<file path="src/design/hcbp_pkg.sv">
// ----------------------------------------------------------------------------
// hcbp_pkg
// Shared types and constants for the Huffman code bit packer.
// ----------------------------------------------------------------------------
`default_nettype none

package hcbp_pkg;

    // Field widths fixed by the item format.
    localparam int unsigned FUNC_W  = 2;
    localparam int unsigned SYM_W   = 8;
    localparam int unsigned CODE_W  = 32;
    localparam int unsigned LEN_W   = 6;
    localparam int unsigned BYTE_W  = 8;
    localparam int unsigned VBITS_W = 4;
    localparam int unsigned FILL_W  = 3;

    // Function codes of an input item.
    localparam logic [FUNC_W-1:0] FUNC_LOAD   = 2'd0;
    localparam logic [FUNC_W-1:0] FUNC_ENCODE = 2'd1;
    localparam logic [FUNC_W-1:0] FUNC_FLUSH  = 2'd2;

    // Depth of the queue between the front and back parts.
    localparam int unsigned Q_DEPTH = 4;
    localparam int unsigned Q_PTR_W = $clog2(Q_DEPTH);

    // One queued item: a flush, or a code left-aligned at bit CODE_W-1.
    typedef struct packed {
        logic              is_flush;
        logic [CODE_W-1:0] code;
        logic [LEN_W-1:0]  len;
    } t_entry;

    // Queue status seen by its producer and consumer.
    typedef struct packed {
        logic full;
        logic empty;
    } t_q_status;

endpackage

`default_nettype wire

</file>
<file path="src/design/hcbp_queue.sv">
// ----------------------------------------------------------------------------
// hcbp_queue
// Short queue of classified items between the front and back parts.
// ----------------------------------------------------------------------------
`default_nettype none

module hcbp_queue (
    input  wire logic             i_clk,
    input  wire logic             i_rst_n,
    input  wire logic             i_push,
    input  wire hcbp_pkg::t_entry i_push_entry,
    input  wire logic             i_pop,
    output hcbp_pkg::t_entry      o_head,
    output hcbp_pkg::t_q_status   o_status
);

    hcbp_pkg::t_entry                r_slot [hcbp_pkg::Q_DEPTH];
    logic [hcbp_pkg::Q_PTR_W-1:0]    r_wr_ptr;
    logic [hcbp_pkg::Q_PTR_W-1:0]    r_rd_ptr;
    logic [hcbp_pkg::Q_PTR_W:0]      r_count;
    logic [hcbp_pkg::Q_PTR_W:0]      n_count;
    logic                            do_push;
    logic                            do_pop;

    assign o_status.full  = (r_count == (hcbp_pkg::Q_PTR_W+1)'(hcbp_pkg::Q_DEPTH));
    assign o_status.empty = (r_count == '0);
    assign do_push        = i_push && !o_status.full;
    assign do_pop         = i_pop && !o_status.empty;
    assign o_head         = r_slot[r_rd_ptr];

    // Occupancy update.
    always_comb begin
        n_count = r_count;
        if (do_push && !do_pop) begin
            n_count = r_count + 1'b1;
        end else if (do_pop && !do_push) begin
            n_count = r_count - 1'b1;
        end
    end

    // Entry storage.
    always_ff @(posedge i_clk) begin
        if (do_push) begin
            r_slot[r_wr_ptr] <= i_push_entry;
        end
    end

    // Pointers and count.
    always_ff @(posedge i_clk) begin
        if (!i_rst_n) begin
            r_wr_ptr <= '0;
            r_rd_ptr <= '0;
            r_count  <= '0;
        end else begin
            if (do_push) begin
                r_wr_ptr <= r_wr_ptr + 1'b1;
            end
            if (do_pop) begin
                r_rd_ptr <= r_rd_ptr + 1'b1;
            end
            r_count <= n_count;
        end
    end

endmodule

`default_nettype wire

</file>
<file path="config.mk">
export PLATFORM = sky130hd
export DESIGN_NAME = hcbp_queue
export DESIGN_NICKNAME = d
export VERILOG_FILES = /design/src/design/hcbp_pkg.sv /design/src/design/hcbp_queue.sv
export SDC_FILE = /design/constraint.sdc
export NUM_CORES = 1
export LEC_CHECK = 0
export BUFFER_PORTS_ARGS = -buffer_cell sky130_fd_sc_hd__buf_2
export CORE_ASPECT_RATIO = 0.7
export CORE_MARGIN = 1
export CORE_UTILIZATION = 57
export CTS_CLUSTER_SIZE = 24
export DETAILED_ROUTE_END_ITERATION = 10
export GPL_TIMING_DRIVEN = 1
export PLACE_DENSITY = 0.79
export REMOVE_ABC_BUFFERS = 1
export SKIP_LAST_GASP = 1
export SLEW_MARGIN = 20
export SYNTH_ARGS = -nofsm -noshare
export SYNTH_HDL_FRONTEND = slang
export SYNTH_SLANG_ARGS = --single-unit
</file>
<file path="constraint.sdc">
create_clock -name i_clk -period 3.06 [get_ports i_clk]
set_clock_uncertainty 0.2 [all_clocks]
set_input_delay 0.612 -clock i_clk [delete_from_list [all_inputs] [get_ports i_clk]]
set_output_delay 0.612 -clock i_clk [all_outputs]
set_load 0.02 [all_outputs]
</file>
# [Word-level counts from Yosys, hierarchy flattened]
# Memories as Yosys holds them, arrays and structs flattened. A register that Yosys moved wholly into a read port is not among the register bits.
# Index checks and enable logic that the tools add are counted.
[totals] mem_count=1 reg_bits=7 output_inout_bits=41 mem_bits_rw=156 inputBits=43 elab_cells=25
[mem_list] name="r_slot" depth=4 width=39 read_ports=1 rd_clocked_by_memory_dff=1 write_ports=1 line="hcbp_queue.sv:17" source="hcbp_pkg::t_entry r_slot [hcbp_pkg::Q_DEPTH];"
[classes] mux=6 n_eq_ne=1 reduce_logical=10 n_addsub=4
[op_table] cell="3-bit 2-to-1 mux" n=2
[op_table] cell="2-bit by 1-bit adder with 2-bit output (second input constant)" n=2
[op_table] cell="1-bit logical AND" n=4
[op_table] cell="1-bit logical NOT" n=4
[op_table] cell="2-bit 2-to-1 mux" n=2
[op_table] cell="3-bit by 1-bit adder with 3-bit output (second input constant)" n=1
[op_table] cell="3-bit == test (second input constant)" n=1
[op_table] cell="3-bit logical NOT" n=1
[op_table] cell="3-bit by 1-bit subtractor with 3-bit output (second input constant)" n=1
[op_table] cell="1-bit 2-to-1 mux" n=2
[op_table] cell="2-bit nonzero test" n=1

# [Longest topological paths before layout]
[depth] depth_word=7 depth_mapped=9 mapped_depth_nobuf=8

# [Worst setup path before layout]
# No wires, ideal clock.
[synth_timing] kind="input port to flip-flop" start="input port i_push" end="memory r_slot[0][0] (netlist name) (enable)" t_arrival_ps=1846 stages=3 slack_ps=614 path_buffers=1 path_cell_list="nor2b_1 > buf_2 > and2_1"
[synth_via] elab_chain_len=3
[synth_rtl] element="start: declaration" line="hcbp_queue.sv:10" source="input wire logic i_push,"
[synth_rtl] element="1-bit logical AND" line="hcbp_queue.sv:27" source="assign do_push = i_push && !o_status.full;"
[synth_rtl] element="via do_push" line="hcbp_queue.sv:22" source="logic do_push;"
[synth_rtl] element="1-bit 2-to-1 mux" line="hcbp_queue.sv:43" source="if (do_push) begin"
[synth_rtl] element="1-bit 2-to-1 mux (not written as such)" line="hcbp_queue.sv:44" source="r_slot[r_wr_ptr] <= i_push_entry;"
[synth_rtl] element="end: declaration" line="hcbp_queue.sv:17"
# The timed path passes the listed nets, and every way through them passes these cells.

==> flow_metrics.env <==
export IMPL_port_buffers=83
export IMPL_end_kind="primary output"
export IMPL_cpLargestDelayFamily="buffers and inverters"
export IMPL_core_region_area_um2=10360
export IMPL_die_x_um=125.7
export IMPL_cap_violations=0
export IMPL_met1_usage_pct=25.69
export IMPL_fin_setup_tns_ns=0
export IMPL_max_stage_delay_ns=0.57
export IMPL_ant_nets=0
export IMPL_fin_crit_sh_pct=89.06
export IMPL_cts_sinks=165
export IMPL_gpl_final_weighted_congestion=0.7192
export IMPL_drc_errors=4
export IMPL_startpoint_type="register"
export IMPL_worst_pin_slew_ns=0.5356
export IMPL_min_period_ns=2.725
export IMPL_worst_ir_drop_vdd_mv=0.6665
export IMPL_hold_worst_slack_ns=0.2116
export IMPL_drive_above_1_share_pct=46.17
export IMPL_relSlewSlack_pct=64.29
export IMPL_post_cts_buffers=0
export IMPL_avgSynthCellArea_um2=24.31
export IMPL_via_per_inst=5.677
export IMPL_grt_pass1_wl_um=15950
export IMPL_synth_cell_types=23
export IMPL_ys_async_sr_fraction_pct=0
export IMPL_setup_viol=0
export IMPL_globalRouteOverflowTotal=0
export IMPL_violations="design-rule violations"
export IMPL_ys_seq_area_share_pct=79.74
export IMPL_grt_pass1_vias=2952
export IMPL_synth_edff_count=156
export IMPL_ys_ff_latch=165
export IMPL_cts_hold_buf=0
export IMPL_utilization_pct=71.45
export IMPL_routedWlPerCell_um=21.18
export IMPL_grt_util_met3_pct=8.404
export IMPL_synthFlopType="edfxtp_1"
export IMPL_synthCells=251
export IMPL_hold_viol_final=0
export IMPL_rows=31
export IMPL_rsz0062_at_grt="false"
export IMPL_die_h_um=88.56
export IMPL_place_hpwl_um=6317
export IMPL_cts_made_buffers=17
export IMPL_fmax_ghz=0.3670
export IMPL_worstPathArrival_ns=1.91
export IMPL_cts_tree="yes"
export IMPL_power_density_nw_per_um2=911.1
export IMPL_area_delta_synth_final_pct=21.29
export IMPL_drt_iter0_markers=215
export IMPL_diodes=0
export IMPL_hold_class="input pin to register"
export IMPL_final_net_count=402
export IMPL_worstPathRequired_ns=2.25
export IMPL_htree_levels=4
export IMPL_grt_use_total_pct=20.58
export IMPL_place_inst=466
export IMPL_cts_resized=0
export IMPL_layout_cells_non_filler=498
export IMPL_clock_path_buffers=2
export IMPL_num_vias=2827
export IMPL_ys_warn_count=0
export IMPL_p_total_mw=6.742
export IMPL_io_pin_count=84
export IMPL_p_leak_nw=2.541
export IMPL_worstSetupPathType="register to primary output"
export IMPL_gr_usage_met2_pct=34.14
export IMPL_cp_cell_sequence="buf_4, mux4_2, buf_2"
export IMPL_cts_clk_slew_worst_paths_ns=0.06
export IMPL_dieArea_um2=11130
export IMPL_finalMaxSlewViolations=0
export IMPL_crit_fanout=23
export IMPL_antenna_found_initial=1
export IMPL_grt_max_degree=30
export IMPL_wirelength_um=10550
export IMPL_synth_area_um2=6101
export IMPL_gr_max_usage_layer="met2"
export IMPL_worstSkewPairLatency_ns=0.41
export IMPL_start_util_pct=58.91
export IMPL_critPathSlowestCell="mux4_2"
export IMPL_status="complete, but fails checks"
export IMPL_first_pass_iters=7
export IMPL_crit_buf_inv=2
export IMPL_cts_root_buf="clkbuf_16"
==> report_power, final <==
part	switching (mW)	total (mW)	internal, mW
Combinational	0.912	1.62	0.712
Clock	0.824	2.27	1.44
Sequential	0.106	2.85	2.75
==> per-layer routing <==
metal | share of wire (%) | vias to the layer above | wire [µm]
li1 | - | 1253 | -
met1 | 43 | 1466 | 4502
met2 | 50 | 98 | 5282
met3 | 6.7 | 8 | 707
met4 | 0.45 | 2 | 47
met5 | 0.076 | - | 8
==> state kept, by name, indices dropped and copies added, names as in the netlist, named ones only <==
name	count
r_count	3
r_slot	156
r_wr_ptr	2
r_rd_ptr	2
==> layout make-up <==
| cell class | instances | area (µm²) |
|---|---|---|
| timing repair buffer | 93 | 553.0 |
| clock inverter | 14 | 207.7 |
| inverter | 3 | 11.26 |
| sequential | 165 | 4867 |
| clock buffer | 18 | 429.2 |
| tap | 132 | 165.2 |
| multi-input combinational | 73 | 1166 |
| fill | 592 | 2957 |
==> worst reg2reg max path, stage by stage (launching register included) <==
cell and delay, ns:
dfxtp_1 0.50, nor3b_2 0.10, nor2b_1 0.17, buf_4 0.18, ha_1 0.18, inv_1 0.06
fa_1 0.37, xor2_1 0.18, or3_1 0.31, a21boi_0 0.17
==> logic make-up after synthesis <==
kind of cell / share of synthesized area, %
AO/OA/AOI/OAI: 0.5537
flip-flops: 79.74
AND/OR/NAND/NOR: 1.661
XOR/XNOR: 0.5743
adder cells (fa/ha/maj): 1.354
buffers and inverters: 1.230
multiplexers: 14.89
==> worst paths after layout <==
kind	start	endpoint	slack (ns)	depth (start not counted)
hold reg to reg	r_wr_ptr[1]$_SDFFE_PN0P_	r_wr_ptr[1]$_SDFFE_PN0P_	0.32	2
setup reg to reg	r_count[0]$_SDFFE_PN0P_	r_count[2]$_SDFFE_PN0P_	0.55	9
setup / recovery	register	o_head[6]	0.33	3
hold / removal	i_push_entry[27]	r_slot[2][27]$_DFFE_PP_	0.21	1
==> cells in the final DEF, fill, tap and decap left out, types with 2 or more instances in the layout <==
cell type,count
edfxtp_1,156
and2_1,4
mux4_2,39
buf_12,5
buf_4,5
clkinv_1,2
clkinvlp_4,3
bufinv_16,5
buf_2,83
nand2_1,4
ha_1,5
inv_1,3
and2_2,4
clkbuf_16,17
clkinv_2,2
dfxtp_1,7
xnor2_1,3
mux2i_1,3
dfxtp_2,2
nor2b_1,2
==> cell usage after synthesis (2+ instances only) <==
library cell,n,share of area (%)
ha_1,5,1.0
clkbuf_1,3,0.18
buf_4,2,0.25
inv_1,3,0.18
edfxtp_1,156,77
buf_6,2,0.37
and2_1,8,0.82
mux2i_1,3,0.49
nor2b_1,2,0.21
dfxtp_1,9,3.0
buf_2,3,0.25
mux4_2,39,14
xnor2_1,3,0.43
nand2_1,4,0.25
==> stage by stage <==
stage          area, µm²  setup WS [ns]
6_report            7400         0.3348
5_1_grt             7400         0.2298
4_1_cts             7400         0.2897
3_5_place_dp        6763         0.4847
3_3_place_gp        6763         0.6311
2_1_floorplan       6037        -0.2051
(Power assumes the default switching activity.)
