===== src/design/hcbp_pkg.sv =====
// ----------------------------------------------------------------------------
// hcbp_pkg
// Shared types and constants for the Huffman code bit packer.
// ----------------------------------------------------------------------------
`default_nettype none

package hcbp_pkg;

    // Field widths fixed by the item format.
    localparam int unsigned FUNC_W  = 2;
    localparam int unsigned SYM_W   = 8;
    localparam int unsigned CODE_W  = 32;
    localparam int unsigned LEN_W   = 6;
    localparam int unsigned BYTE_W  = 8;
    localparam int unsigned VBITS_W = 4;
    localparam int unsigned FILL_W  = 3;

    // Function codes of an input item.
    localparam logic [FUNC_W-1:0] FUNC_LOAD   = 2'd0;
    localparam logic [FUNC_W-1:0] FUNC_ENCODE = 2'd1;
    localparam logic [FUNC_W-1:0] FUNC_FLUSH  = 2'd2;

    // Depth of the queue between the front and back parts.
    localparam int unsigned Q_DEPTH = 4;
    localparam int unsigned Q_PTR_W = $clog2(Q_DEPTH);

    // One queued item: a flush, or a code left-aligned at bit CODE_W-1.
    typedef struct packed {
        logic              is_flush;
        logic [CODE_W-1:0] code;
        logic [LEN_W-1:0]  len;
    } t_entry;

    // Queue status seen by its producer and consumer.
    typedef struct packed {
        logic full;
        logic empty;
    } t_q_status;

endpackage

`default_nettype wire


===== src/design/hcbp_back.sv =====
// ----------------------------------------------------------------------------
// hcbp_back
// Packs queued codes into bytes, one output byte per cycle while the output is
// accepted, and emits the partial byte on flush.
// ----------------------------------------------------------------------------
`default_nettype none

module hcbp_back (
    input  wire logic                          i_clk,
    input  wire logic                          i_rst_n,
    input  wire hcbp_pkg::t_entry              i_head,
    input  wire hcbp_pkg::t_q_status           i_q_status,
    output logic                               o_pop,
    output logic                               o_valid,
    input  wire logic                          i_ready,
    output logic [hcbp_pkg::BYTE_W-1:0]        o_out_byte,
    output logic [hcbp_pkg::VBITS_W-1:0]       o_valid_bits,
    output logic                               o_last
);

    // Accumulator and the rest of a code that spans several bytes.
    logic [hcbp_pkg::BYTE_W-1:0]   r_acc;
    logic [hcbp_pkg::FILL_W-1:0]   r_fill;
    logic                          r_busy;
    logic [hcbp_pkg::CODE_W-1:0]   r_work;
    logic [hcbp_pkg::LEN_W-1:0]    r_rem;

    // Output register.
    logic                          r_out_valid;
    logic [hcbp_pkg::BYTE_W-1:0]   r_out_byte;
    logic [hcbp_pkg::VBITS_W-1:0]  r_out_vbits;
    logic                          r_out_last;

    logic                          cur_valid;
    logic                          cur_flush;
    logic [hcbp_pkg::CODE_W-1:0]   cur_work;
    logic [hcbp_pkg::LEN_W-1:0]    cur_rem;
    logic                          step;
    logic                          emit;
    logic [hcbp_pkg::LEN_W:0]      total;
    logic [hcbp_pkg::BYTE_W-1:0]   merged;
    logic [3:0]                    take;
    logic [hcbp_pkg::CODE_W-1:0]   work2;
    logic [hcbp_pkg::LEN_W-1:0]    rem2;

    // The current item is the held remainder, else the queue head.
    assign cur_valid = r_busy || !i_q_status.empty;
    assign cur_flush = !r_busy && i_head.is_flush;
    assign cur_work  = r_busy ? r_work : i_head.code;
    assign cur_rem   = r_busy ? r_rem  : i_head.len;
    assign step      = cur_valid && (!r_out_valid || i_ready);
    assign o_pop     = step && !r_busy;

    // Byte assembly for one step.
    assign total  = {1'b0, cur_rem} + (hcbp_pkg::LEN_W+1)'(r_fill);
    assign merged = r_acc | (cur_work[hcbp_pkg::CODE_W-1 -: hcbp_pkg::BYTE_W] >> r_fill);
    assign take   = 4'd8 - {1'b0, r_fill};
    assign work2  = cur_work << take;
    assign rem2   = cur_rem - hcbp_pkg::LEN_W'(take);
    assign emit   = cur_flush || (total >= (hcbp_pkg::LEN_W+1)'(hcbp_pkg::BYTE_W));

    assign o_valid      = r_out_valid;
    assign o_out_byte   = r_out_byte;
    assign o_valid_bits = r_out_vbits;
    assign o_last       = r_out_last;

    // Output payload.
    always_ff @(posedge i_clk) begin
        if (step) begin
            if (cur_flush) begin
                r_out_byte  <= r_acc;
                r_out_vbits <= hcbp_pkg::VBITS_W'(r_fill);
                r_out_last  <= 1'b1;
            end else begin
                r_out_byte  <= merged;
                r_out_vbits <= 4'd8;
                r_out_last  <= (rem2 < hcbp_pkg::LEN_W'(hcbp_pkg::BYTE_W));
            end
        end
        if (step && !cur_flush && (total >= (hcbp_pkg::LEN_W+1)'(hcbp_pkg::BYTE_W))) begin
            r_work <= work2;
            r_rem  <= rem2;
        end
    end

    // Packer state and output valid.
    always_ff @(posedge i_clk) begin
        if (!i_rst_n) begin
            r_acc       <= '0;
            r_fill      <= '0;
            r_busy      <= 1'b0;
            r_out_valid <= 1'b0;
        end else begin
            // The output register fills on a flush or a full byte, else drains on ready.
            if (step && emit) begin
                r_out_valid <= 1'b1;
            end else if (i_ready) begin
                r_out_valid <= 1'b0;
            end
            if (step) begin
                if (cur_flush) begin
                    // Flush: emit the partial byte and clear.
                    r_acc       <= '0;
                    r_fill      <= '0;
                    r_busy      <= 1'b0;
                end else if (total >= (hcbp_pkg::LEN_W+1)'(hcbp_pkg::BYTE_W)) begin
                    // A full byte goes out; a short tail stays in the accumulator.
                    if (rem2 < hcbp_pkg::LEN_W'(hcbp_pkg::BYTE_W)) begin
                        r_acc  <= work2[hcbp_pkg::CODE_W-1 -: hcbp_pkg::BYTE_W];
                        r_fill <= rem2[hcbp_pkg::FILL_W-1:0];
                        r_busy <= 1'b0;
                    end else begin
                        r_acc  <= '0;
                        r_fill <= '0;
                        r_busy <= 1'b1;
                    end
                end else begin
                    // Code fits in the partial byte without completing it.
                    r_acc  <= merged;
                    r_fill <= total[hcbp_pkg::FILL_W-1:0];
                    r_busy <= 1'b0;
                end
            end
        end
    end

endmodule

`default_nettype wire


===== config.mk =====
export PLATFORM = sky130hd
export DESIGN_NAME = hcbp_back
export DESIGN_NICKNAME = d
export VERILOG_FILES = /design/src/design/hcbp_pkg.sv /design/src/design/hcbp_back.sv
export SDC_FILE = /design/constraint.sdc
export NUM_CORES = 1
export LEC_CHECK = 0
export ABC_AREA = 1
export BUFFER_PORTS_ARGS = -buffer_cell sky130_fd_sc_hd__buf_4
export CAP_MARGIN = 5
export CORE_AREA = 3 3 83 117
export CTS_CLUSTER_SIZE = 16
export DETAILED_ROUTE_END_ITERATION = 8
export DIE_AREA = 0 0 86 120
export PLACE_DENSITY = 0.84
export SLEW_MARGIN = 20
export SYNTH_ARGS = -nofsm -noshare
export SYNTH_HDL_FRONTEND = slang
export SYNTH_SLANG_ARGS = --single-unit

===== constraint.sdc =====
create_clock -name i_clk -period 4.12 [get_ports i_clk]
set_input_delay 0.824 -clock i_clk [delete_from_list [all_inputs] [get_ports i_clk]]
set_output_delay 0.824 -clock i_clk [all_outputs]
set_load 0.01 [all_outputs]

# == After elaboration in Yosys (flattened, before gate mapping) ==
# Index checks and enable logic that the tools add are counted.
# W data, S select, Z words.
# word_totals
input_bits,44
ff_bits,64
# op_classes
bitwise_logic,1
order_cmp,2
mux,15
n_shift,2
n_reduce_logical,14
add_sub_neg,3
# ops
op,n
$mux W32,1
$mux W8,4
$shl A32 B4 Y32,1
$mux W3,3
$or A8 B8 Y8,1
$shr A8 B3 Y8,1
$add A6 B3 Y7,1
$ge A7 B4 Y1 const B,1
$logic_and A1 B1 Y1,6
$lt A6 B4 Y1 const B,1
$mux W6,1
$sub A6 B4 Y6,1
$mux W1,5
$logic_not A1 Y1,4
$mux W4,1
$sub A4 B3 Y4 const A,1
$logic_or A1 B1 Y1,3
$reduce_bool A2 Y1,1

# == Logic depth before layout (Yosys ltp) ==
# Gate-level depths: netlist of the first run.
# depth
ltp_word,6
ltp_mapped,21
depth_no_buf,16

# == Worst setup path after synthesis of the first run ==
# Ideal clock, no wire load.
# synth_timing
path_kind,input port to flip-flop
from,input port i_head[1] in the netlist's numbering
to,register r_busy
required_ns,4.050
cell_stages,10
t_arrival_ns,3.201
path_slack_ns,0.850
setup_time_ns,0.070
path_buffers,0
cell_sequence,o21ai_0 > inv_1 > ha_1 > a21oi_1 > nand3b_1 > nand3_2 > nand2_1 > inv_1 > o21ai_0 > a21oi_1
# synth_via
elab_chain_cells,6
word_cells_on_any_way,8
cone_classes,add/sub: 2; order compare: 2; mux: 4
# synth_lines
item,line_no,text
from (decl),hcbp_back.sv:11,"input wire hcbp_pkg::t_entry i_head,"
$mux W6 *,hcbp_back.sv:50,assign cur_rem = r_busy ? r_rem : i_head.len;
$sub A6 B4 Y6,hcbp_back.sv:59,assign rem2 = cur_rem - hcbp_pkg::LEN_W'(take);
$lt A6 B4 Y1,hcbp_back.sv:108,if (rem2 < hcbp_pkg::LEN_W'(hcbp_pkg::BYTE_W)) begin
$mux W1,hcbp_back.sv:108,
$mux W1 *,hcbp_back.sv:106,end else if (total >= (hcbp_pkg::LEN_W+1)'(hcbp_pkg::BYTE_W)) begin
$mux W1 *,hcbp_back.sv:101,if (cur_flush) begin
to (signal assigned),hcbp_back.sv:105,r_busy <= 1'b0;
to (signal assigned),hcbp_back.sv:111,r_busy <= 1'b0;
to (signal assigned),hcbp_back.sv:115,r_busy <= 1'b1;
to (decl),hcbp_back.sv:24,logic r_busy;
# Every way passes the cells marked *; elsewhere a longest branch is shown, timed or not.
# A chain may end at the register's enable or synchronous reset.

# == Final worst setup path of the first run ==
# layout_timing
from,register r_busy
to,"register r_work[26] in the netlist's numbering, enable pin"
# layout_via
elab_chain_cells,5
word_cells_on_any_way,10
cone_classes,add/sub: 1; order compare: 1; mux: 1; reduce/logical: 7
# layout_lines
item,line_no,text
from (signal assigned),hcbp_back.sv:91,r_busy <= 1'b0;
from (signal assigned),hcbp_back.sv:105,
from (signal assigned),hcbp_back.sv:111,
branches (longest 4 deep; another with $add A6 B3 Y7),-,
$logic_and A1 B1 Y1 *,hcbp_back.sv:80,if (step && !cur_flush && (total >= (hcbp_pkg::LEN_W+1)'(hcbp_pkg::BYTE_W))) begin
to (signal assigned),hcbp_back.sv:81,r_work <= work2;
to (decl),hcbp_back.sv:25,logic [hcbp_pkg::CODE_W-1:0] r_work;
# Mark *: on every way between the ends.

==> results of run 1 <==
synthesized netlist by cell type (7+ instances only):
cell type / count / area [um^2]
nand3_1: 130 / 651
a21oi_1: 10 / 50.1
ha_1: 7 / 87.6
mux2i_1: 12 / 120
dfxtp_1: 13 / 260
inv_1: 36 / 135
inv_2: 9 / 33.8
buf_2: 14 / 70.1
o21ai_1: 7 / 35.0
o21ai_0: 49 / 245
edfxtp_1: 51 / 1530
nand2_1: 208 / 781
nor2_1: 24 / 90.1
clkbuf_1: 9 / 33.8
a21oi_2: 10 / 87.6
nand3_2: 10 / 100
power breakdown:
part           total, mW  switching [mW]  internal, mW
logic               1.99            1.34         0.643
clock network      0.785           0.262         0.523
registers           1.06          0.0655         0.999
sequential cells by signal, indices dropped and copies added, names as in the netlist:
register,flops
r_work,32
r_busy,1
o_valid_bits,4
o_out_byte,8
r_rem,6
o_valid,1
r_fill,3
r_acc,8
o_last,1
routing by layer:
metal  wire length (um)  vias to the layer above
li1                   -                     2312
met1               4790                     2141
met2               6620                      226
met3                873                       42
met4                547                        0
met5                  0                        -
path summary, 6_finish.rpt:
kind                                from          to  slack [ps]
worst max-delay path              r_busy  r_work[26]         590
worst min-delay path            r_acc[0]    r_acc[0]         480
worst max register to register    r_busy  r_work[26]         590
worst min register to register  r_acc[0]    r_acc[0]         480
layout make-up:
cell class,count,area [um^2],share of cell area [%]
clock buffer,11,233,4.21
clock inverter,5,71.3,1.29
inverter,46,173,3.12
multi-input combinational,512,2630,47.6
sequential,64,1790,32.4
tap,107,134,2.42
timing repair buffer,66,495,8.96
cells by family after synthesis:
group | Yosys count
AOI/OAI and AO/OA | 87
xor gates and xnor gates | 2
adders and majority gates | 9
buffers and inverters | 82
DFF | 64
muxes | 12
and+or+nand+nor | 402
worst min-delay path, delay by kind of cell (launching register included):
family,cells,cell delay [ps]
flip-flops,1,310
AND/OR/NAND/NOR,1,80
AO/OA/AOI/OAI,1,50
per-stage QoR:
stage / worst slack, ps / hold WS, ps
2_1_floorplan: 850 / 456
3_3_place_gp: 658 / 467
3_5_place_dp: 598 / 469
4_1_cts: 609 / 478
5_1_grt: 351 / 504
6_report: 588 / 476
==> impl_metrics.env, run 1 <==
export IMPL_status="completed"
export IMPL_cts_root_buf="clkbuf_16"
export IMPL_skew_ps=7.29
export IMPL_final_cells=811
export IMPL_tightest_slew_ps=656
export IMPL_worstSetupEndpointType="flip-flop"
export IMPL_power_density_mw_per_mm2=694
export IMPL_n_fill_cell=795
export IMPL_hold_depth=2
export IMPL_gr_usage_all_layers_pct=26.0
export IMPL_vdd_ir_drop_max_uv=359
export IMPL_slowest_delay_ps=440
export IMPL_die_area_mm2=0.0103
export IMPL_rsz0062_at_grt="false"
export IMPL_cpMostUsedCell="inv_1"
export IMPL_synth_compound_area_share_pct=10.8
export IMPL_htree_levels=3
export IMPL_antenna_cells=0
export IMPL_yosys_warnings=0
export IMPL_met2_usage_pct=45.8
export IMPL_vias_per_cell=5.82
export IMPL_grt_pass1_wl_um=21100
export IMPL_timing_fmax_ghz=0.283
export IMPL_fin_setup_tns_ps=0
export IMPL_antenna_found_initial=0
export IMPL_synth_top_family_by_area="simple AND/OR/NAND/NOR gates"
export IMPL_synth_adder_area_share_pct=2.67
export IMPL_cts_sinks=64
export IMPL_core_area_mm2=0.00887
export IMPL_busiest_layer="met2"
export IMPL_cp_depth=12
export IMPL_post_cts_buffers=0
export IMPL_cap_violations=0
export IMPL_yosys_area_share_simple_pct=38.6
export IMPL_hpwl_um=9440
export IMPL_routed_wire_length_per_instance_um=15.8
export IMPL_dieHeight_um=120
export IMPL_mostFrequentLayoutCells="208 x nand2_1, 130 x nand3_1, 66 x buf_4"
export IMPL_grtUsageMet1_pct=29.1
export IMPL_crit_required_ps=4100
export IMPL_globalplace_congestion=0.938
export IMPL_dp_cells=795
export IMPL_cp_start_kind="flip-flop"
export IMPL_clk_path_buf_depth=2
export IMPL_path_buf_inv=5
export IMPL_cts_buffers=9
export IMPL_worstPathArrival_ps=3510
export IMPL_setup_viol=0
export IMPL_synth_edff_count=51
export IMPL_final_core_util_pct=62.3
export IMPL_synth_area_mm2=0.00479
export IMPL_critical_path_class="flip-flop to flip-flop"
export IMPL_ys_types=42
export IMPL_fin_nets=752
export IMPL_postPlaceCellArea_mm2=0.00522
export IMPL_grt_pass1_vias=4609
export IMPL_synth_mux_area_share_pct=2.51
export IMPL_drt_initial_drc_count=319
export IMPL_grt_overflow_total=0
export IMPL_grt_max_degree=42
export IMPL_finalHoldViolations=0
export IMPL_cts_resized=0
export IMPL_area_growth_pct=15.4
export IMPL_postCtsHoldBufs=0
export IMPL_crit_chain="buf_4 -> o21ai_0 -> inv_1 -> ha_1 -> inv_1 -> fa_1 -> nand2_1 -> o21ai_1 -> nand3_2 -> nand2_1 -> inv_1 -> buf_4"
export IMPL_ios=59
export IMPL_die_x_um=86
export IMPL_layout_commonest_cell="nand2_1"
export IMPL_fin_crit_sh_pct=85.7
export IMPL_total_power_mw=3.84
export IMPL_grtUsageMet3_pct=4.46
export IMPL_ys_flop_type="edfxtp_1"
export IMPL_drive_gt1_share_pct=18.2
export IMPL_wl_um=12800
export IMPL_hold_class="flip-flop to flip-flop"
export IMPL_synthXorXnorAreaFrac_pct=0.366
export IMPL_first_pass_iters=5
export IMPL_row_count=41
export IMPL_final_cell_area_mm2=0.00553
export IMPL_synth_nets=711
export IMPL_worstPathMaxFanout=41
export IMPL_critPathSlowestCell="buf_4"
export IMPL_num_vias=4721
export IMPL_p_leak_nw=2.49
export IMPL_r2r_cells=12
export IMPL_antenna_left=0
export IMPL_start_util_pct=54.0
export IMPL_syn_inst=658
export IMPL_finalMaxSlewViolations=0
export IMPL_crit_family="buffers and inverters"
export IMPL_async_reset_ff_share_pct=0
export IMPL_cts_tree="yes"
export IMPL_drc=0
export IMPL_relSlewSlack_pct=56.2
export IMPL_port_buffers=57
export IMPL_synth_seq_cells=64
export IMPL_syn_area_per_cell_um2=7.28
export IMPL_period_minus_slack_ps=3530
export IMPL_clk_pin_slew_ps=50
export IMPL_ys_seq_area_share_pct=37.4
export IMPL_clk_latency_ps=330
Power figures use the tool's default switching activity.
==> inputs of run 2 (changes only) <==
Settings changed: GPL_TIMING_DRIVEN from default to 0.
==> run 2 against run 1 <==
  * Sequential cell count unchanged
  * Clock power increased by 5.4%
  * Clock skew decreased by 0.68 ps
  * Non-clock buffer count grew 30
  * Critical endpoint is now r_acc[5]
==> impl_metrics.env, run 2 (synthesis gave the netlist of run 1 again) <==
export IMPL_status="completed"
export IMPL_die_x_um=86
export IMPL_largest_register_ffs=32
export IMPL_reg2reg_from="r_fill[0]"
export IMPL_critPathSlowestCell="ha_1"
export IMPL_gr_usage_all_layers_pct=30.2
export IMPL_cts_tree="yes"
export IMPL_vias_per_cell=6.01
export IMPL_relSlewSlack_pct=48.6
export IMPL_hold_start="r_acc[0]"
export IMPL_fin_crit_sh_pct=93.8
export IMPL_antenna_left=0
export IMPL_start_util_pct=54.0
export IMPL_crit_chain="buf_2 -> inv_2 -> clkbuf_1 -> ha_1 -> buf_2 -> clkinvlp_4 -> buf_2 -> buf_2 -> ha_1 -> inv_1 -> o21bai_1 -> nand2_1 -> nand2_1 -> nand2_1 -> nand3_1 -> nand3_2 -> o21bai_4 -> buf_6 -> nand3_2 -> a21oi_2"
export IMPL_hold_depth=2
export IMPL_cts_buffers=9
export IMPL_clk_pin_slew_ps=60
export IMPL_ios=59
export IMPL_r2r_cells=20
export IMPL_clk_latency_ps=330
export IMPL_num_vias=5053
export IMPL_worstSetupEndpointType="flip-flop"
export IMPL_crit_required_ps=4380
export IMPL_finalMaxSlewViolations=0
export IMPL_multi_input_area_mm2=0.00263
export IMPL_cap_violations=0
export IMPL_crit_family="buffers and inverters"
export IMPL_min_delay_worst_endpoint="r_acc[0]"
export IMPL_regArea_mm2=0.00179
export IMPL_tightest_slew_ps=770
export IMPL_routed_wire_length_per_instance_um=17.9
export IMPL_rrSetupSlack_ps=250
export IMPL_cpMostUsedCell="buf_2"
export IMPL_port_buffers=57
export IMPL_grt_overflow_total=0
export IMPL_r2r_end="r_acc[5]"
export IMPL_regMostFlops="r_work"
export IMPL_path_buf_inv=9
export IMPL_final_core_util_pct=64.3
export IMPL_grt_max_degree=29
export IMPL_grt_pass1_vias=5065
export IMPL_row_count=41
export IMPL_slowest_delay_ps=400
export IMPL_skew_ps=6.61
export IMPL_first_pass_iters=6
export IMPL_layout_commonest_cell="nand2_1"
export IMPL_dieHeight_um=120
export IMPL_globalplace_congestion=0.934
export IMPL_hold_class="flip-flop to flip-flop"
export IMPL_critical_path_class="flip-flop to flip-flop"
export IMPL_wl_um=15100
export IMPL_whs_ps=481
export IMPL_mostFrequentLayoutCells="208 x nand2_1, 130 x nand3_1, 62 x buf_4"
export IMPL_hpwl_um=11400
export IMPL_finalHoldViolations=0
export IMPL_postCtsHoldBufs=0
export IMPL_cts_sinks=64
export IMPL_area_growth_pct=19.3
export IMPL_timing_fmax_ghz=0.259
export IMPL_worstPathMaxFanout=10
export IMPL_core_area_mm2=0.00887
export IMPL_die_area_mm2=0.0103
export IMPL_vdd_ir_drop_max_uv=468
export IMPL_htree_levels=3
export IMPL_drive_gt1_share_pct=20.4
export IMPL_worstPathArrival_ps=4130
export IMPL_clk_path_buf_depth=2
export IMPL_drt_initial_drc_count=435
export IMPL_setup_viol=0
export IMPL_fin_nets=782
export IMPL_period_minus_slack_ps=3870
export IMPL_p_leak_nw=2.57
export IMPL_antenna_cells=0
export IMPL_power_density_mw_per_mm2=709
export IMPL_grt_pass1_wl_um=24100
export IMPL_cp_start_kind="flip-flop"
export IMPL_cts_root_buf="clkbuf_16"
export IMPL_total_power_mw=4.05
export IMPL_antenna_found_initial=0
export IMPL_drc=0
export IMPL_n_fill_cell=790
==> run 2: how the worst max path moves through the flow <==
stage / cells past startpoint / slack [ps] / endpoint / from
after floorplan: 10 / 850 / r_busy / i_head[1]
after global placement: 11 / 30 / r_busy / i_head[1]
after detailed placement: 20 / 200 / r_acc[4] / r_fill[0]
after CTS: 20 / 170 / r_fill[0] / r_fill[0]
after global routing: 20 / -20 / r_acc[4] / r_fill[0]
final: 20 / 250 / r_acc[5] / r_fill[0]
==> run 2: per-stage QoR <==
step / area, um^2 / setup TNS [ps] / cells / setup slack (ps)
after floorplan: 4790 / 0 / 658 / 850
after global placement: 5350 / 0 / 822 / 28.0
after detailed placement: 5370 / 0 / 823 / 195
after CTS: 5690 / 0 / 839 / 166
after global routing: 5710 / -38.7 / 841 / -15.8
final: 5710 / 0 / 841 / 255
==> run 2: worst reg2reg max path, cell delays in order (launching register included) <==
cell        delay (ps)
dfxtp_1            350
buf_2              230
inv_2              120
clkbuf_1           250
ha_1               400
buf_2              290
clkinvlp_4         180
buf_2              220
buf_2              220
ha_1               290
inv_1               40
o21bai_1           110
nand2_1             80
nand2_1             60
nand2_1             80
nand3_1            150
nand3_2            140
o21bai_4           160
buf_6              190
nand3_2            100
a21oi_2            130
==> run 2: final cells by class <==
cell class                      instances  area share [%]
Multi-Input combinational cell        512            46.1
Sequential cell                        64            31.4
Timing Repair Buffer                   60            8.11
Clock buffer                            9            3.94
Buffer                                 36            3.40
Inverter                               46            3.09
Tap cell                              107            2.34
Clock inverter                          7            1.69
==> run 2: routing by layer <==
metal  wire length [um]  track usage [%]
met5                  0                0
met4                993             21.5
met3               1200             5.63
met2               7420             50.8
met1               5450             33.5
==> run 2: where the power goes <==
part | internal [mW] | switching, mW | total, mW
clock | 0.529 | 0.298 | 0.827
combinational | 0.704 | 1.46 | 2.16
sequential | 0.997 | 0.0592 | 1.06
total | 2.23 | 1.82 | 4.05
==> run 2: timing repair <==
| item | 4_1_cts | 5_1_grt |
|---|---|---|
| endpoints found under the hold margin | 0 | 0 |
| gates resized for setup | 0 | 1 |
| setup buffers | 0 | 2 |
| setup endpoints to repair | 0 | 11 |
==> inputs of run 3 (changes only) <==
Settings changed: CTS_CLUSTER_DIAMETER from default to 80.
Clock period 4.12 ns to 3.8 ns, I/O delays scaled along.
==> run 3 against run 2 <==
  * Combinational power grew 8%
  * Critical path depth shrank 2
  * Power grew 8.3%
  * Worst setup slack lost 24 ps
  * Sequential share of layout area grew 0.076 points
  * Largest power group unchanged
==> impl_metrics.env, run 3 (synthesis gave the netlist of run 1 again) <==
export IMPL_regMostFlops="r_work"
export IMPL_multi_input_area_mm2=0.00263
export IMPL_port_buffers=57
export IMPL_cap_violations=0
export IMPL_grt_overflow_total=0
export IMPL_clk_latency_ps=340
export IMPL_critical_path_class="flip-flop to flip-flop"
export IMPL_gr_usage_all_layers_pct=30.2
export IMPL_cts_root_buf="clkbuf_16"
export IMPL_worstSetupEndpointType="flip-flop"
export IMPL_cpMostUsedCell="nand2_1"
export IMPL_drt_initial_drc_count=456
export IMPL_routed_wire_length_per_instance_um=18.0
export IMPL_whs_ps=482
export IMPL_timing_fmax_ghz=0.280
export IMPL_antenna_found_initial=0
export IMPL_worstPathArrival_ps=3830
export IMPL_fin_crit_sh_pct=93.9
export IMPL_p_sw_mw=1.97
export IMPL_combPwrFrac_pct=53.4
export IMPL_status="completed"
export IMPL_cts_buffers=9
export IMPL_crit_chain="inv_1 -> ha_1 -> buf_4 -> clkinv_2 -> buf_2 -> clkbuf_4 -> ha_1 -> inv_1 -> o21bai_1 -> nand2_1 -> nand2_1 -> nand2_1 -> nand3_1 -> nand3_2 -> o21bai_4 -> buf_6 -> nand3_2 -> a21oi_2"
export IMPL_clkPwrFrac_pct=20.5
export IMPL_start_util_pct=54.0
export IMPL_rsz0062_at_grt="false"
export IMPL_power_internal_mw=2.41
export IMPL_dp_cells=823
export IMPL_slowest_delay_ps=510
export IMPL_vias_per_cell=5.95
export IMPL_area_growth_pct=19.0
export IMPL_dieHeight_um=120
export IMPL_largest_register_ffs=32
export IMPL_core_area_mm2=0.00887
export IMPL_vdd_ir_drop_max_uv=503
export IMPL_num_vias=4985
export IMPL_clk_pin_slew_ps=60
export IMPL_pre_cts_slack_ps=-125
export IMPL_layout_commonest_cell="nand2_1"
export IMPL_cts_tree="yes"
export IMPL_grt_pass1_wl_um=24100
export IMPL_skew_ps=6.71
export IMPL_setup_slack_ps=230
export IMPL_wl_um=15100
export IMPL_fin_nets=779
export IMPL_hold_class="flip-flop to flip-flop"
export IMPL_cts_sinks=64
export IMPL_finalMaxSlewViolations=0
export IMPL_p_leak_nw=2.56
export IMPL_crit_required_ps=4060
export IMPL_tightest_slew_ps=769
export IMPL_final_cells=838
export IMPL_critPathSlowestCell="dfxtp_1"
export IMPL_htree_levels=3
export IMPL_sw_frac_of_total_pct=45.0
export IMPL_ios=59
export IMPL_finalHoldViolations=0
export IMPL_setup_viol=0
export IMPL_drive_gt1_share_pct=20.2
export IMPL_mostFrequentLayoutCells="208 x nand2_1, 130 x nand3_1, 61 x buf_4"
export IMPL_regArea_mm2=0.00179
export IMPL_grt_max_degree=29
export IMPL_relSlewSlack_pct=48.7
export IMPL_globalplace_congestion=0.934
export IMPL_hpwl_um=11400
export IMPL_cp_start_kind="flip-flop"
export IMPL_seqPwrFrac_pct=26.1
export IMPL_clk_path_buf_depth=2
export IMPL_grt_pass1_vias=5065
export IMPL_period_minus_slack_ps=3570
export IMPL_antenna_cells=0
export IMPL_drc=0
export IMPL_worstPathMaxFanout=10
export IMPL_postCtsHoldBufs=0
export IMPL_die_x_um=86
export IMPL_n_fill_cell=792
export IMPL_rrSetupSlack_ps=230
export IMPL_die_area_mm2=0.0103
export IMPL_row_count=41
export IMPL_antenna_left=0
export IMPL_power_density_mw_per_mm2=770
export IMPL_first_pass_iters=7
==> run 3: per-layer routing <==
metal	track usage [%]	up-vias	part of all wire (%)
li1	-	2368	-
met1	33.5	2248	36
met2	51.0	292	49
met3	5.56	77	8.1
met4	21.3	0	6.7
met5	0	-	0
==> run 3: timing repair <==
item / 4_1_cts / 5_1_grt
cloned: 0 / 0
endpoints found under the hold margin: 0 / 0
pin swaps: 0 / 0
resized for setup: 2 / 2
endpoints found under the setup margin: 10 / 13
setup buffers: 0 / 0
==> run 3: worst max-delay path, delay by kind of cell, from the launching register on <==
kind	cells	cell delay [ps]
flip-flops	1	510
adder cells (fa/ha/maj)	2	670
AO/OA/AOI/OAI	3	400
AND/OR/NAND/NOR	6	600
buffers and inverters	7	1290
==> run 3: cell type report <==
cell class / instances / share of cell area [%]
Clock buffer: 9 / 3.95
Tap cell: 107 / 2.35
Sequential cell: 64 / 31.5
Multi-Input combinational cell: 512 / 46.2
Inverter: 46 / 3.05
Timing Repair Buffer: 58 / 7.86
Buffer: 35 / 3.47
Clock inverter: 7 / 1.69
==> run 3: power by group through the flow <==
| stage | clock network (mW) | logic [mW] | registers (mW) |
|---|---|---|---|
| CTS | 0.898 | 2.29 | 1.15 |
| finish | 0.898 | 2.34 | 1.15 |
| floorplan | 0 | 1.58 | 1.17 |
| global placement | 0 | 2.22 | 1.15 |
| detailed placement | 0 | 2.27 | 1.16 |
| global route | 0.929 | 2.57 | 1.16 |
==> run 3: worst paths after layout <==
kind / start / end / depth (start not counted)
worst max-delay path: r_fill[1] / r_fill[1] / 18
worst min-delay path: r_acc[0] / r_acc[0] / 2
worst max register to register: r_fill[1] / r_fill[1] / 18
worst min register to register: r_acc[0] / r_acc[0] / 2
==> run 3: stage by stage <==
step	util, %	power (mW)	TNS (ps)	area [um^2]
3_5_place_dp	60.5	3.42	-1130	5370
2_1_floorplan	-	2.75	0	4790
4_1_cts	64.2	4.33	0	5700
3_3_place_gp	60.3	3.37	-5830	5350
6_report	64.2	4.39	0	5700
5_1_grt	64.2	4.67	0	5700
